--- config.mk ---
export PLATFORM = sky130hd
export DESIGN_NAME = signed_int_to_decimal_ascii_flat
export DESIGN_NICKNAME = d
export VERILOG_FILES = /design/src/rtl/core/sida_pkg.sv /design/src/rtl/core/sida_in_if.sv /design/src/rtl/core/sida_out_if.sv /design/src/rtl/core/signed_int_to_decimal_ascii.sv /design/src/rtl/core/sida_datapath.sv /design/src/rtl/core/sida_ctrl.sv /design/src/flat_wrapper.sv
export VERILOG_INCLUDE_DIRS = /design/src /design/src/rtl/core
export SDC_FILE = /design/constraint.sdc
export NUM_CORES = 1
export LEC_CHECK = 0
export BUFFER_PORTS_ARGS = -buffer_cell sky130_fd_sc_hd__buf_4
export CAP_MARGIN = 20
export CORE_MARGIN = 2
export CORE_UTILIZATION = 50
export CTS_CLUSTER_SIZE = 25
export DETAILED_ROUTE_END_ITERATION = 6
export MAX_ROUTING_LAYER = met4
export PLACE_DENSITY = 0.65
export SLEW_MARGIN = 20
export SYNTH_ARGS = -nofsm -noshare
export SYNTH_HDL_FRONTEND = slang
export SYNTH_SLANG_ARGS = --single-unit
--- constraint.sdc ---
create_clock -name clk_i -period 2.8 [get_ports clk_i]
set_input_delay 0 -clock clk_i [delete_from_list [all_inputs] [get_ports clk_i]]
set_output_delay 0 -clock clk_i [all_outputs]
set_load 0.01 [all_outputs]
--- src/rtl/core/signed_int_to_decimal_ascii_assert.svh ---
// Assertion macros for the decimal text formatter.
// Each macro expects clk_i and rst_ni in scope.
`ifndef SIGNED_INT_TO_DECIMAL_ASCII_ASSERT_SVH
`define SIGNED_INT_TO_DECIMAL_ASCII_ASSERT_SVH

// Same-cycle implication.
`define SIDA_ASSERT_SAME(label, ante, cons, msg) \
  label: assert property (@(posedge clk_i) disable iff (!rst_ni) (ante) |-> (cons)) \
    else $error(msg);

// Next-cycle implication.
`define SIDA_ASSERT_NEXT(label, ante, cons, msg) \
  label: assert property (@(posedge clk_i) disable iff (!rst_ni) (ante) |=> (cons)) \
    else $error(msg);

`endif

--- src/rtl/core/sida_pkg.sv ---
`default_nettype none

package sida_pkg;

  localparam int unsigned ValueWidth = 32;
  localparam int unsigned NumDigits  = 10;
  localparam int unsigned ByteWidth  = 8;
  localparam int unsigned DigitIdxW  = $clog2(NumDigits);
  localparam int unsigned ShiftCntW  = $clog2(ValueWidth);

  localparam logic [ByteWidth-1:0] CharMinus = 8'h2D;
  localparam logic [ByteWidth-1:0] CharPlus  = 8'h2B;
  localparam logic [ByteWidth-1:0] CharZero  = 8'h30;
  localparam logic [ByteWidth-1:0] CharEnd   = 8'h5E;

  typedef enum logic [2:0] {
    StIdle,
    StConv,
    StSkip,
    StSign,
    StDigit,
    StTerm
  } state_e;

  typedef enum logic [1:0] {
    SelSign,
    SelDigit,
    SelTerm
  } sel_e;

  typedef struct packed {
    logic in_ready;
    logic out_valid;
    logic load;
    logic shift;
    logic dec_idx;
    sel_e sel;
  } cmd_t;

  typedef struct packed {
    logic shift_last;
    logic digit_zero;
    logic idx_zero;
  } sts_t;

  // Double-dabble correction: add 3 to a BCD digit of 5 or more before the shift.
  function automatic logic [3:0] bcd_adjust(input logic [3:0] d);
    logic [3:0] r;
    r = (d >= 4'd5) ? (d + 4'd3) : d;
    return r;
  endfunction

endpackage

`default_nettype wire

--- src/rtl/core/sida_in_if.sv ---
`default_nettype none

interface sida_in_if;
  logic                                 valid;
  logic                                 ready;
  logic signed [sida_pkg::ValueWidth-1:0] value;

  modport source (output valid, output value, input ready);
  modport sink   (input valid, input value, output ready);
endinterface

`default_nettype wire

--- src/rtl/core/sida_out_if.sv ---
`default_nettype none

interface sida_out_if;
  logic                          valid;
  logic                          ready;
  logic [sida_pkg::ByteWidth-1:0] text_byte;
  logic                          last;

  modport source (output valid, output text_byte, output last, input ready);
  modport sink   (input valid, input text_byte, input last, output ready);
endinterface

`default_nettype wire

--- src/rtl/core/signed_int_to_decimal_ascii.sv ---
// Formats one signed 32-bit request as ASCII text: a sign byte ('-' or '+', '+' for
// zero), the decimal digits without leading zeros, then '^' flagged by last. A request
// is taken only while the block is idle. The binary-to-BCD unit shifts one bit per
// cycle: a load in the accepting cycle, then 32 shifts. The digit scan then steps down
// past each leading zero digit (0 to 9 of them) and settles on the first printed digit,
// and the 3 to 12 output bytes follow at one per cycle while the sink is ready. Skipped
// and printed digits always add up to ten. The next request is taken only after the
// terminator has been sent, and the sink holding ready low during output delays it.
`default_nettype none

module signed_int_to_decimal_ascii (
  input  wire logic clk_i,
  input  wire logic rst_ni,
  sida_in_if.sink   in_i,
  sida_out_if.source out_o
);
  import sida_pkg::*;

  cmd_t cmd;
  sts_t sts;

  sida_ctrl u_ctrl (
    .clk_i       (clk_i),
    .rst_ni      (rst_ni),
    .in_valid_i  (in_i.valid),
    .out_ready_i (out_o.ready),
    .sts_i       (sts),
    .cmd_o       (cmd)
  );

  sida_datapath u_datapath (
    .clk_i       (clk_i),
    .cmd_i       (cmd),
    .value_i     (in_i.value),
    .sts_o       (sts),
    .text_byte_o (out_o.text_byte),
    .last_o      (out_o.last)
  );

  assign in_i.ready  = cmd.in_ready;
  assign out_o.valid = cmd.out_valid;

`include "signed_int_to_decimal_ascii_assert.svh"

  `SIDA_ASSERT_SAME(a_no_overlap, in_i.valid && in_i.ready, !out_o.valid,
                    "request accepted while output pending")
  `SIDA_ASSERT_NEXT(a_busy_after_req, in_i.valid && in_i.ready, !in_i.ready && !out_o.valid,
                    "not busy after request")
  `SIDA_ASSERT_SAME(a_last_is_term, out_o.valid && out_o.last, out_o.text_byte == CharEnd,
                    "last flag without terminator")
  `SIDA_ASSERT_NEXT(a_idle_after_last, out_o.valid && out_o.ready && out_o.last, in_i.ready,
                    "not idle after terminator")

endmodule

`default_nettype wire

--- src/rtl/core/sida_datapath.sv ---
`default_nettype none

module sida_datapath (
  input  wire logic                                   clk_i,
  input  wire sida_pkg::cmd_t                         cmd_i,
  input  wire logic signed [sida_pkg::ValueWidth-1:0] value_i,
  output sida_pkg::sts_t                              sts_o,
  output logic [sida_pkg::ByteWidth-1:0]              text_byte_o,
  output logic                                        last_o
);
  import sida_pkg::*;

  logic [ValueWidth-1:0] mag_q, mag_d;
  logic [3:0]            bcd_q [NumDigits];
  logic [3:0]            bcd_d [NumDigits];
  logic [DigitIdxW-1:0]  idx_q, idx_d;
  logic [ShiftCntW-1:0]  cnt_q, cnt_d;
  logic                  neg_q, neg_d;
  logic [ValueWidth-1:0] raw;
  logic [3:0]            adj [NumDigits];
  logic [3:0]            cur_digit;

  assign raw = value_i;

  always_comb begin
    mag_d = mag_q;
    neg_d = neg_q;
    idx_d = idx_q;
    cnt_d = cnt_q;
    for (int i = 0; i < NumDigits; i++) begin
      adj[i]   = bcd_adjust(bcd_q[i]);
      bcd_d[i] = bcd_q[i];
    end
    if (cmd_i.load) begin
      neg_d = raw[ValueWidth-1];
      // Two's complement negation; the most negative value maps onto itself as unsigned.
      mag_d = raw[ValueWidth-1] ? (~raw + ValueWidth'(1)) : raw;
      idx_d = DigitIdxW'(NumDigits - 1);
      cnt_d = '0;
      for (int i = 0; i < NumDigits; i++) begin
        bcd_d[i] = '0;
      end
    end else if (cmd_i.shift) begin
      mag_d = {mag_q[ValueWidth-2:0], 1'b0};
      cnt_d = cnt_q + ShiftCntW'(1);
      bcd_d[0] = {adj[0][2:0], mag_q[ValueWidth-1]};
      for (int i = 1; i < NumDigits; i++) begin
        bcd_d[i] = {adj[i][2:0], adj[i-1][3]};
      end
    end else if (cmd_i.dec_idx) begin
      idx_d = idx_q - DigitIdxW'(1);
    end
  end

  always_ff @(posedge clk_i) begin
    mag_q <= mag_d;
    neg_q <= neg_d;
    idx_q <= idx_d;
    cnt_q <= cnt_d;
    for (int i = 0; i < NumDigits; i++) begin
      bcd_q[i] <= bcd_d[i];
    end
  end

  assign cur_digit = bcd_q[idx_q];

  assign sts_o.shift_last = (cnt_q == ShiftCntW'(ValueWidth - 1));
  assign sts_o.digit_zero = (cur_digit == 4'd0);
  assign sts_o.idx_zero   = (idx_q == '0);

  always_comb begin
    unique case (cmd_i.sel)
      SelSign:  text_byte_o = neg_q ? CharMinus : CharPlus;
      SelDigit: text_byte_o = CharZero + {4'd0, cur_digit};
      SelTerm:  text_byte_o = CharEnd;
      default:  text_byte_o = CharEnd;
    endcase
  end

  assign last_o = (cmd_i.sel == SelTerm);

endmodule

`default_nettype wire

--- src/rtl/core/sida_ctrl.sv ---
`default_nettype none

module sida_ctrl (
  input  wire logic           clk_i,
  input  wire logic           rst_ni,
  input  wire logic           in_valid_i,
  input  wire logic           out_ready_i,
  input  wire sida_pkg::sts_t sts_i,
  output sida_pkg::cmd_t      cmd_o
);
  import sida_pkg::*;

  state_e state_q, state_d;

  always_ff @(posedge clk_i or negedge rst_ni) begin
    if (!rst_ni) begin
      state_q <= StIdle;
    end else begin
      state_q <= state_d;
    end
  end

  always_comb begin
    state_d = state_q;
    unique case (state_q)
      StIdle:  if (in_valid_i) state_d = StConv;
      StConv:  if (sts_i.shift_last) state_d = StSkip;
      // Walk down past leading zeros; the units digit is always printed.
      StSkip:  if (!sts_i.digit_zero || sts_i.idx_zero) state_d = StSign;
      StSign:  if (out_ready_i) state_d = StDigit;
      StDigit: if (out_ready_i && sts_i.idx_zero) state_d = StTerm;
      StTerm:  if (out_ready_i) state_d = StIdle;
      default: state_d = StIdle;
    endcase
  end

  always_comb begin
    cmd_o = '{in_ready: 1'b0, out_valid: 1'b0, load: 1'b0, shift: 1'b0,
              dec_idx: 1'b0, sel: SelSign};
    unique case (state_q)
      StIdle: begin
        cmd_o.in_ready = 1'b1;
        cmd_o.load     = in_valid_i;
      end
      StConv: begin
        cmd_o.shift = 1'b1;
      end
      StSkip: begin
        cmd_o.dec_idx = sts_i.digit_zero && !sts_i.idx_zero;
      end
      StSign: begin
        cmd_o.out_valid = 1'b1;
        cmd_o.sel       = SelSign;
      end
      StDigit: begin
        cmd_o.out_valid = 1'b1;
        cmd_o.sel       = SelDigit;
        cmd_o.dec_idx   = out_ready_i && !sts_i.idx_zero;
      end
      StTerm: begin
        cmd_o.out_valid = 1'b1;
        cmd_o.sel       = SelTerm;
      end
      default: begin
        cmd_o.in_ready = 1'b0;
      end
    endcase
  end

endmodule

`default_nettype wire
--- src/flat_wrapper.sv ---
// flat-port wrapper written by rule: the top's interface ports become plain ports
module signed_int_to_decimal_ascii_flat import sida_pkg::*;
  (clk_i, rst_ni, in_i_valid, in_i_value, in_i_ready, out_o_valid, out_o_text_byte, out_o_last, out_o_ready);
  sida_in_if in_i_i ();
  sida_out_if out_o_i ();
  input  wire logic clk_i;
  input  wire logic rst_ni;
  input wire logic [$bits(in_i_i.valid)-1:0] in_i_valid;
  input wire logic [$bits(in_i_i.value)-1:0] in_i_value;
  output wire logic [$bits(in_i_i.ready)-1:0] in_i_ready;
  output wire logic [$bits(out_o_i.valid)-1:0] out_o_valid;
  output wire logic [$bits(out_o_i.text_byte)-1:0] out_o_text_byte;
  output wire logic [$bits(out_o_i.last)-1:0] out_o_last;
  input wire logic [$bits(out_o_i.ready)-1:0] out_o_ready;
  assign in_i_i.valid = in_i_valid;
  assign in_i_i.value = in_i_value;
  assign in_i_ready = in_i_i.ready;
  assign out_o_valid = out_o_i.valid;
  assign out_o_text_byte = out_o_i.text_byte;
  assign out_o_last = out_o_i.last;
  assign out_o_i.ready = out_o_ready;
  signed_int_to_decimal_ascii u_core (.clk_i(clk_i), .rst_ni(rst_ni), .in_i(in_i_i), .out_o(out_o_i));
endmodule
# Yosys cells after proc, flatten, opt, wreduce, memory -nomap -nowiden
# Memories as Yosys holds them, arrays and structs flattened. A register that Yosys moved wholly into a read port is not among the register bits.
# Index checks and enable logic that the tools add are counted.
[classes]
addsub = 14
n_mul = 0
div_mod_pow = 0
order_cmp = 10
eq_ne = 14
n_shift = 0
n_mux = 32
bitwise = 2
reduce_logical = 14
[op_table]
columns = ["operator", "count"]
rows = [
  ["two-way mux 32 bit", 3],
  ["two-way mux 40 bit", 2],
  ["two-way mux 4 bit", 11],
  ["greater-or-equal comparator 4 x 3 -> 1 bit (second input constant)", 10],
  ["adder 4 x 2 -> 4 bit (second input constant)", 9],
  ["adder 32 x 1 -> 32 bit (second input constant)", 1],
  ["inverter 32 bit", 1],
  ["two-way mux 3 bit", 8],
  ["case mux 3 bit (6 select lines)", 1],
  ["case mux 7 bit (2 select lines)", 1],
  ["inequality test 2 bit (second input constant)", 5],
  ["zero test 4 bit", 2],
  ["adder 6 x 4 -> 7 bit (first input constant)", 1],
  ["== test 3 x 2 -> 1 bit (second input constant)", 2],
  ["== test 3 bit (second input constant)", 2],
  ["AND reduction 6 bit", 1],
  ["adder 5 x 1 -> 5 bit (second input constant)", 1],
  ["== test 5 bit (second input constant)", 1],
  ["two-way mux 1 bit", 4],
  ["case mux 2 bit (2 select lines)", 1],
  ["subtractor 4 x 1 -> 4 bit (second input constant)", 1],
  ["adder 3 x 2 -> 3 bit (second input constant)", 1],
  ["== test 3 x 1 -> 1 bit (second input constant)", 1],
  ["logical AND 1 bit", 3],
  ["other kinds (12)", 13],
]
[totals]
reg_bits = 45
latchBits = 0
ramBits = 40
romBits = 0
out_inout_bits = 11
elab_cells = 92
mem_count = 1
[memory_table]
columns = ["name", "words", "word_bits", "read_ports", "rd_ports_with_merged_regs", "wr", "line", "source"]
rows = [
  ["u_core.u_datapath.bcd_q", 10, 4, 11, 1, 10, "sida_datapath.sv:14", "logic [3:0] bcd_q [NumDigits];"],
]

# Depth between registers and ports, before layout
# Gate-level depths: netlist (run 1).
[depth]
word_depth = 7
depth_mapped = 9

# Cells and area by module
# From an unflattened synthesis (run 1), not the netlist that was laid out.
[hier_totals]
cells_unflattened = 597
hier_area_um2 = 5391.4
[by_module_without_submodules]
columns = ["module", "instances", "cells_per_inst", "area_each_um2", "seq_area_each_um2"]
rows = [
  ["sida_datapath", 1, 569, 5139.9, 2052.0],
  ["sida_ctrl", 1, 28, 251.5, 75.1],
]

# Worst setup path after synthesis (run 1)
# OpenSTA, ideal clock, no wires.
[synth_path]
kind = "register to register"
from = "register u_core.u_ctrl.state_q[2]"
to = "register u_core.u_datapath.mag_q[0], enable pin"
t_arrival_ns = 2.196
t_required_ns = 2.411
path_slack_ns = 0.214
path_stages_with_launch = 7
n_path_buf = 3
synth_period_minus_slack_ns = 2.586
path_cell_list = "dfrtp_1 buf_2 nor3_1 nand2_1 clkbuf_1 buf_1 nand2_1"
[synth_via]
elab_chain_cells = 3
word_cells_on_any_way = 5
cone_classes = "eq/ne: 1; mux: 2; reduce/logical: 2"
[synth_rtl]
columns = ["item", "line", "source"]
rows = [
  ["start: declaration", "sida_ctrl.sv:13", "state_e state_q, state_d;"],
  ["start signal: assignment", "sida_ctrl.sv:17", "state_q <= StIdle;"],
  ["start signal: assignment", "sida_ctrl.sv:19", "state_q <= state_d;"],
  ["== test 3 x 1 -> 1 bit or zero test 3 bit (tied branches)", "sida_ctrl.sv:40", "unique case (state_q)"],
  ["two-way mux 1 bit", "sida_ctrl.sv:40", ""],
  ["nonzero test 2 bit (no source line) *", "n/a", ""],
  ["end signal: assignment", "sida_datapath.sv:56", "mag_q <= mag_d;"],
  ["end: declaration", "sida_datapath.sv:13", "logic [ValueWidth-1:0] mag_q, mag_d;"],
]
# Mark *: on every way between the ends. The rest lies on a longest branch, timed or not.
# A chain may end at the register's enable or synchronous reset.

# Worst setup path in the final report (run 1)
[layout_path]
from = "input port in_i_value[0]"
to = "register u_core.u_datapath.mag_q[16], data pin"
[layout_via]
elab_chain_cells = 4
[layout_rtl]
columns = ["item", "line", "source"]
rows = [
  ["start: declaration", "flat_wrapper.sv:9", "input wire logic [$bits(in_i_i.value)-1:0] in_i_value;"],
  ["inverter 32 bit", "sida_datapath.sv:37", "mag_d = raw[ValueWidth-1] ? (~raw + ValueWidth'(1)) : raw;"],
  ["adder 32 x 1 -> 32 bit", "sida_datapath.sv:37", ""],
  ["two-way mux 32 bit", "sida_datapath.sv:37", ""],
  ["two-way mux 32 bit", "sida_datapath.sv:34", "if (cmd_i.load) begin"],
  ["via u_core.u_datapath.mag_d[16]", "sida_datapath.sv:13", ""],
]
# The timed path passes the listed nets, and every way through them passes these cells.

==> results.md, run 1 <==
- 1st-pass router iterations: 5
- Seq/Total Area, Yosys: 0.3992
- Final Instance Count excl. Fillers: 806
- Worst EP required: 2910 ps
- First-pass GRT wire length: 19.44 mm
- Critical Path Sink Type: register
- Die area: 11,500 um2
- Global-route usage over all layers: 0.2160
- Initial antenna violation count: 0
- Core area: 10,320 um2
- Main area contributors after synthesis: dfxtp_1 20%, edfxtp_1 19%, o21ai_0 6.8%
- Post-layout net count: 725
- Hold/Removal Path Class: input pin to register
- Port Buf Inserts: 45
- RSZ-0062 raised after global routing: no
- Startpoint type of the worst setup path: input pin
- Deepest clock path buffer count: 2
- DRT iter0 DRCs: between 200 and 300
- Synthesized instance count: slightly above 600
- ANT nets after route: 0
- Number of remaining DRC errors: 0
- # rows: 37
- Top Ports: 47
- GRT overflow: 0
- Clock skew: roughly 9.5 ps
- Initial Utilization: 0.5162
- Avg Cell Area, Syn: 8.651 um2
- Dpl ws: 464.6 ps
- Ys async rst share: 0.03371
- Die width: around 110 um
- CP Class: input pin to register
- Post-synth EDFFs: 33
- Dpl cell area: 5772 um2
- Max-Slew Margin vs Limit: 0.6333
- Placed cell count: 776
- FF+latch count, synth: ~90
- Highest Clock Rate: 415.5 MHz
- Top FF cell, synth: dfxtp_1
- Top-count cell post-synth: o21ai_0
- DR vias: 4,419
- Leakage power: approximately 0.0026 uW
- Dominant cell type by area after synthesis: dfxtp_1
- Commonest cells in the netlist: 72 x o21ai_0, 63 x nand2_1, 53 x dfxtp_1
- HPWL Detailed: 7.747 mm
- Worst-Margin Slew: roughly 550 ps
- Yosys warns: 0
- Fin Setup TNS: 0 ps
- Clock Sinks: 89
- Cell Pwr Density: 1061 nW/um2
- Crit Path Max Fanout: 4
- Total wire length: 11.24 mm
- Largest net degree at the start of global routing: 67
- CTS buffer count: 9
- Final Wtd Congestion: roughly 0.86
- Fin crit period: 2407 ps
- Max cap viols: 0
- Worst VDD drop: between 0.5 and 0.6 mV
- Clk pin slew, worst setup/hold paths: 90 ps
- Fraction of layout cells with a size suffix above 1: 0.1448
- CTS root buffer: clkbuf_8
- Post-route cell area: 6156 um2
- Vias in the first global route: 4,288
- Area grow syn2layout: 15.52%
- Drt via density: 5.483
- Number of setup violations in the final report: 0
- Status: finished clean
- Synth Cell Area: ~5300 um2
- CTS tree: built
- Netlist cell types: 55
- Post-Synthesis Net Count: 676
- # diodes: 0
- Drt wl/cell: approximately 14 um
- H-tree depth: 3
- Final slew viol count: 0
- Setup ws final: 393.2 ps
- Post-synth top area share: 0.1991
- Final count of hold timing violations: 0
- Worst-Skew Late Latency: 380 ps
- Critical path arrival: between 2000 and 3000 ps
- Crit share post-route: 0.8596
- Die span in y: 107.2 um
-- report_power, final --
part           switching, uW  leakage [uW]  internal, uW
sequential               507      0.000834          2080
clock                    501      0.000123           568
combinational           1580       0.00163          1290
total                   2590       0.00258          3940
-- critical path: stages --
cell,delay [ps]
dlygate4sd3_1,540
buf_4,140
inv_1,70
ha_1,170
or4b_4,490
or2_1,280
or3_4,370
o31ai_4,180
xor2_1,190
o21ai_1,90
-- placed cells by master (no fill, tap or decap), drive strengths merged, types with 10 or more instances in the layout --
cell type    Yosys  routed
o21ai           80      80
nand2           63      63
buf             10      56
dfxtp           53      53
a21oi           50      50
nor2            48      48
xor2            33      33
edfxtp          33      33
inv             30      33
nand3           32      32
o31ai           25      25
ha              24      24
dlygate4sd3      0      14
nand2b          13      13
mux2            13      13
xnor2           12      12
clkbuf          22      10
-- stage by stage --
| stage | power (uW) | hold slack (ps) | utilization |
|---|---|---|---|
| final | 6529 | 18.22 | 0.5963 |
| after global routing | 7155 | 28.25 | 0.5963 |
| after CTS | 6579 | 2.072 | 0.5963 |
| after detailed placement | 5474 | -208.7 | 0.5591 |
| after global placement | 5336 | -209.7 | 0.5591 |
| after floorplan | 4766 | -295.6 | - |
-- flip-flops by register name (all words and copies together), names as in the netlist, named ones only --
name                     count
u_core.u_ctrl.state_q        3
u_core.u_datapath.bcd_q     40
u_core.u_datapath.cnt_q      5
u_core.u_datapath.idx_q      4
u_core.u_datapath.mag_q     32
u_core.u_datapath.neg_q      1
-- cells by family (layout without fill, tap and decap cells) --
logic type | Yosys count | count (layout) | synth area share
AO/OA/AOI/OAI | 178 | 178 | 0.1989
XOR/XNOR | 45 | 45 | 0.07396
adder cells (fa/ha/maj) | 24 | 24 | 0.05635
buffers and inverters | 62 | 116 | 0.05024
flip-flops | 89 | 89 | 0.3992
multiplexers | 22 | 22 | 0.04579
other | 1 | 1 | 0.0007037
AND/OR/NAND/NOR | 195 | 195 | 0.1749
-- path summary, 6_finish.rpt --
kind / start / end / slack [ps] / cells after the start
min in group asynchronous: rst_ni / u_core.u_ctrl.state_q[2] / 480 / 3
setup / recovery: in_i_value[0] / u_core.u_datapath.mag_q[16] / 390 / 10
max in group asynchronous: rst_ni / u_core.u_ctrl.state_q[0] / 2190 / 3
hold / removal: in_i_value[17] / u_core.u_datapath.mag_q[17] / 20 / 3
hold reg to reg: u_core.u_datapath.cnt_q[4] / u_core.u_datapath.cnt_q[4] / 470 / 2
setup reg to reg: register / u_core.u_datapath.idx_q[3] / 450 / 7
-- layout make-up --
class	instances	area (um2)
multi-input cells	465	2942
clock buffers	10	148.9
inverters	30	112.6
clock inverters	6	95.09
repair buffers	70	560.5
well taps	136	170.2
fillers	920	4168
flip-flops and latches	89	2127
-- repair_timing --
item,in CTS,in global routing
setup buffers,0,0
hold buffers,14,0
endpoints found under the hold margin,16,0
gates resized for setup,0,0
-- layer usage --
layer  vias to the layer above  track usage  wire [um]
met5                         -            -          0
met4                         0      0.06401        142
met3                        12      0.05228        455
met2                        77       0.3671       5665
met1                      2055       0.2539       4976
li1                       2275            -          -
Note: power is estimated with default switching activity, not from simulation.
==> inputs of run 2 (changes only) <==
Settings changed: BUFFER_PORTS_ARGS -buffer_cell sky130_fd_sc_hd__buf_4 to default, DONT_BUFFER_PORTS from default to 1, PLACE_DENSITY 0.65 to 0.61, RECOVER_POWER from default to 50, REMOVE_ABC_BUFFERS from default to 1.
==> run 2 against run 1 <==
Compared with the run above: design area down 2.6%; sequential share of layout area up 0.92 points; hold slack worse by 1.4 ps; final cell count down 3.2%; fmax about the same; register-to-register slack worse by 60 ps; clock power about the same; via count down 3.2%; clock skew about the same; wire length up 0.74%; critical path type is now register to register; largest power group unchanged; highest routed layer unchanged.
==> results.md, run 2 (synthesized netlist as in run 1, its figures left out) <==
- Internal Power: 3895 uW (was 3941 uW)
- Drt wl/cell: 14.52 um (was 13.95 um)
- Max-Slew Margin vs Limit: 0.3380 (was 0.6333)
- Drt via density: 5.485 (was 5.483)
- Leakage power: 0.002431 uW (was 0.002585 uW)
- # rows: 37 (unchanged)
- Post-layout net count: 699 (was 725)
- CTS tree: built (unchanged)
- Deepest clock path buffer count: 2 (unchanged)
- First-pass GRT wire length: 19.44 mm (about the same)
- Crit Reg-Reg Endpoint: u_core.u_datapath.idx_q[3] (unchanged)
- CTS buffer count: 9 (unchanged)
- Port Buf Inserts: 0 (was 45)
- Register share of total power: 0.406 (was 0.396)
- Startpoint type of the worst setup path: register (was input pin)
- Fraction of layout cells with a size suffix above 1: 0.06832 (was 0.1448)
- Clock Sinks: 89 (unchanged)
- R2r startpoint: u_core.u_ctrl.state_q[1]
- Highest Clock Rate: 415.3 MHz (was 415.5 MHz)
- Critical path arrival: 2660 ps (was 2520 ps)
- Largest regs: u_core.u_datapath.bcd_q: 40 flops, u_core.u_datapath.mag_q: 32 flops, u_core.u_datapath.cnt_q: 5 flops (unchanged)
- Biggest register: u_core.u_datapath.bcd_q (unchanged)
- Die area: 11,500 um2 (unchanged)
- GRT overflow: 0 (unchanged)
- Worst R2R Setup Slack: 390 ps (was 450 ps)
- Initial Utilization: 0.5162 (unchanged)
- Critical Path Sink Type: register (unchanged)
- Commonest non-fill, non-tap cell in the layout: o21ai_0 (unchanged)
- Hold_buf cts: 36 (was 14)
- Number of flip-flops in the largest register: 40 (unchanged)
- Number of remaining DRC errors: 0 (unchanged)
- Dpl ws: 441.6 ps (was 464.6 ps)
- HPWL Detailed: 7.395 mm (was 7.747 mm)
- NetSw: 2493 uW (was 2588 uW)
- CTS root buffer: clkbuf_8 (unchanged)
- Most frequent cells in the layout: 72 x o21ai_0, 63 x nand2_1, 53 x dfxtp_1 (was 72 x o21ai_0, 62 x nand2_1, 56 x buf_4)
- Post-CTS Setup Bufs: 0 (unchanged)
- Top Ports: 47 (unchanged)
- Fin crit period: 2408 ps (was 2407 ps)
- Slowest stage delay, CP: 570 ps (was 540 ps)
- Worst hold start: in_i_value[31] (was in_i_value[17])
- Clk pin slew, worst setup/hold paths: 80 ps (was 90 ps)
- ANT nets after route: 0 (unchanged)
- Hold/Removal Path Class: input pin to register (unchanged)
- Final slew viol count: 0 (unchanged)
- Crit Path Max Fanout: 9 (was 4)
- Largest net degree at the start of global routing: 54 (was 67)
- Worst-Skew Late Latency: 360 ps (was 380 ps)
- Worst Hold Depth: 3 (unchanged)
- Part of the power in combinational logic: 0.430 (was 0.440)
- Worst VDD drop: 0.4150 mV (was 0.5629 mV)
- Vias in the first global route: 4,302 (was 4,288)
- H-tree depth: 3 (unchanged)
- DRT iter0 DRCs: 270 (was 282)
- Setup ws final: 392.0 ps (was 393.2 ps)
- Die span in y: 107.2 um (unchanged)
- Global-route usage over all layers: 0.2177 (was 0.2160)
- Status: finished clean (unchanged)
- Max cap viols: 0 (unchanged)
- Final Wtd Congestion: 0.9466 (was 0.8552)
- Critical Path, Cell by Cell: nand2b_4 -> inv_1 -> nand2_1 -> a211oi_1 -> nand4_1 -> o21ai_1 -> or3b_1 (was dlygate4sd3_1 -> buf_4 -> inv_1 -> ha_1 -> or4b_4 -> or2_1 -> or3_4 -> o31ai_4 -> xor2_1 -> o21ai_1)
- Number of setup violations in the final report: 0 (unchanged)
- Clock power frac: 0.163 (was 0.164)
- # diodes: 0 (unchanged)
- DR vias: 4,278 (was 4,419)
- CP delay by family, top: simple AND/OR/NAND/NOR gates (unchanged)
- Worst EP required: 3050 ps (was 2910 ps)
- Area grow syn2layout: 12.54% (was 15.52%)
- Die width: 107.2 um (unchanged)
- CTS resizes: 0 (unchanged)
- R2R cell count: 7 (unchanged)
- Cell Pwr Density: 1065 nW/um2 (was 1061 nW/um2)
- RSZ-0062 raised after global routing: no (unchanged)
- CP Class: register to register (was input pin to register)
- Core area: 10,320 um2 (unchanged)
- Fin Setup TNS: 0 ps (unchanged)
- Worst Hold End: u_core.u_datapath.mag_q[9] (was u_core.u_datapath.mag_q[17])
- Clock skew: 9.372 ps (was 9.515 ps)
- Critical path's slowest cell: a211oi_1 (was dlygate4sd3_1)
- Worst-Margin Slew: 989.8 ps (was 550.0 ps)
- Final count of hold timing violations: 0 (unchanged)
- CP bufs+invs: 1 (was 3)
- Sw Ratio: 0.3902 (was 0.3964)
- Total wire length: 11.32 mm (was 11.24 mm)
- Initial antenna violation count: 0 (unchanged)
- Crit share post-route: 0.8600 (was 0.8596)
- 1st-pass router iterations: 5 (unchanged)
==> run 2: changes by cell type in the layout (fill, tap and decap cells not counted), sizes merged <==
cell / change
buf: -50
dlygate4sd3: +22
inv: -3
clkbuf: +2
bufinv: +1
clkinv: +1
clkinvlp: +1
==> run 2: routing by layer <==
| layer | share of wire | track usage | routed length [um] |
|---|---|---|---|
| met5 | 0 | - | 0 |
| met4 | 0.014 | 0.09555 | 155 |
| met3 | 0.034 | 0.03404 | 385 |
| met2 | 0.50 | 0.3757 | 5611 |
| met1 | 0.46 | 0.2502 | 5171 |
==> run 2: area by class of cell <==
class | count | area [um2]
Fill cell | 901 | 4327
Multi-Input combinational cell | 465 | 2939
Sequential cell | 89 | 2127
Timing Repair Buffer | 44 | 414.1
Tap cell | 136 | 170.2
Clock buffer | 10 | 127.6
Inverter | 30 | 112.6
Clock inverter | 6 | 106.4
==> run 2: power by group through the flow <==
stage	clock, uW	sequential, uW	combinational, uW
6_report	1040	2600	2750
3_5_place_dp	0	2620	2720
2_1_floorplan	0	2510	2180
3_3_place_gp	0	2620	2600
5_1_grt	1120	2690	3210
4_1_cts	1070	2590	2770
==> run 2: worst max-delay path by stage <==
stage / slack, ps / cells after the start / start / end
5_1_grt: 140 / 5 / u_core.u_ctrl.state_q[2] / u_core.u_datapath.cnt_q[0]
6_report: 390 / 7 / u_core.u_ctrl.state_q[1] / u_core.u_datapath.idx_q[3]
2_1_floorplan: -730 / 3 / u_core.u_ctrl.state_q[2] / u_core.u_datapath.mag_q[0]
3_3_place_gp: 510 / 7 / register / register
3_5_place_dp: 440 / 7 / register / u_core.u_datapath.idx_q[0]
4_1_cts: 430 / 7 / register / u_core.u_datapath.idx_q[0]
==> run 2: tightest hold or removal path, cell delays in order <==
cell and delay (ps):
nand2_1 50, xor2_1 60, o21ai_0 150
==> run 2: through the flow <==
| step | power (uW) | area [um2] | util | hold slack, ps | cells |
|---|---|---|---|---|---|
| floorplan | 4686 | 5174 | - | -295.6 | 584 |
| global placement | 5222 | 5411 | 0.5242 | -295.5 | 728 |
| detailed placement | 5336 | 5411 | 0.5242 | -295.5 | 728 |
| CTS | 6440 | 6006 | 0.5817 | 0.6946 | 780 |
| global route | 7026 | 5997 | 0.5809 | 29.34 | 780 |
| finish | 6388 | 5997 | 0.5809 | 16.82 | 780 |
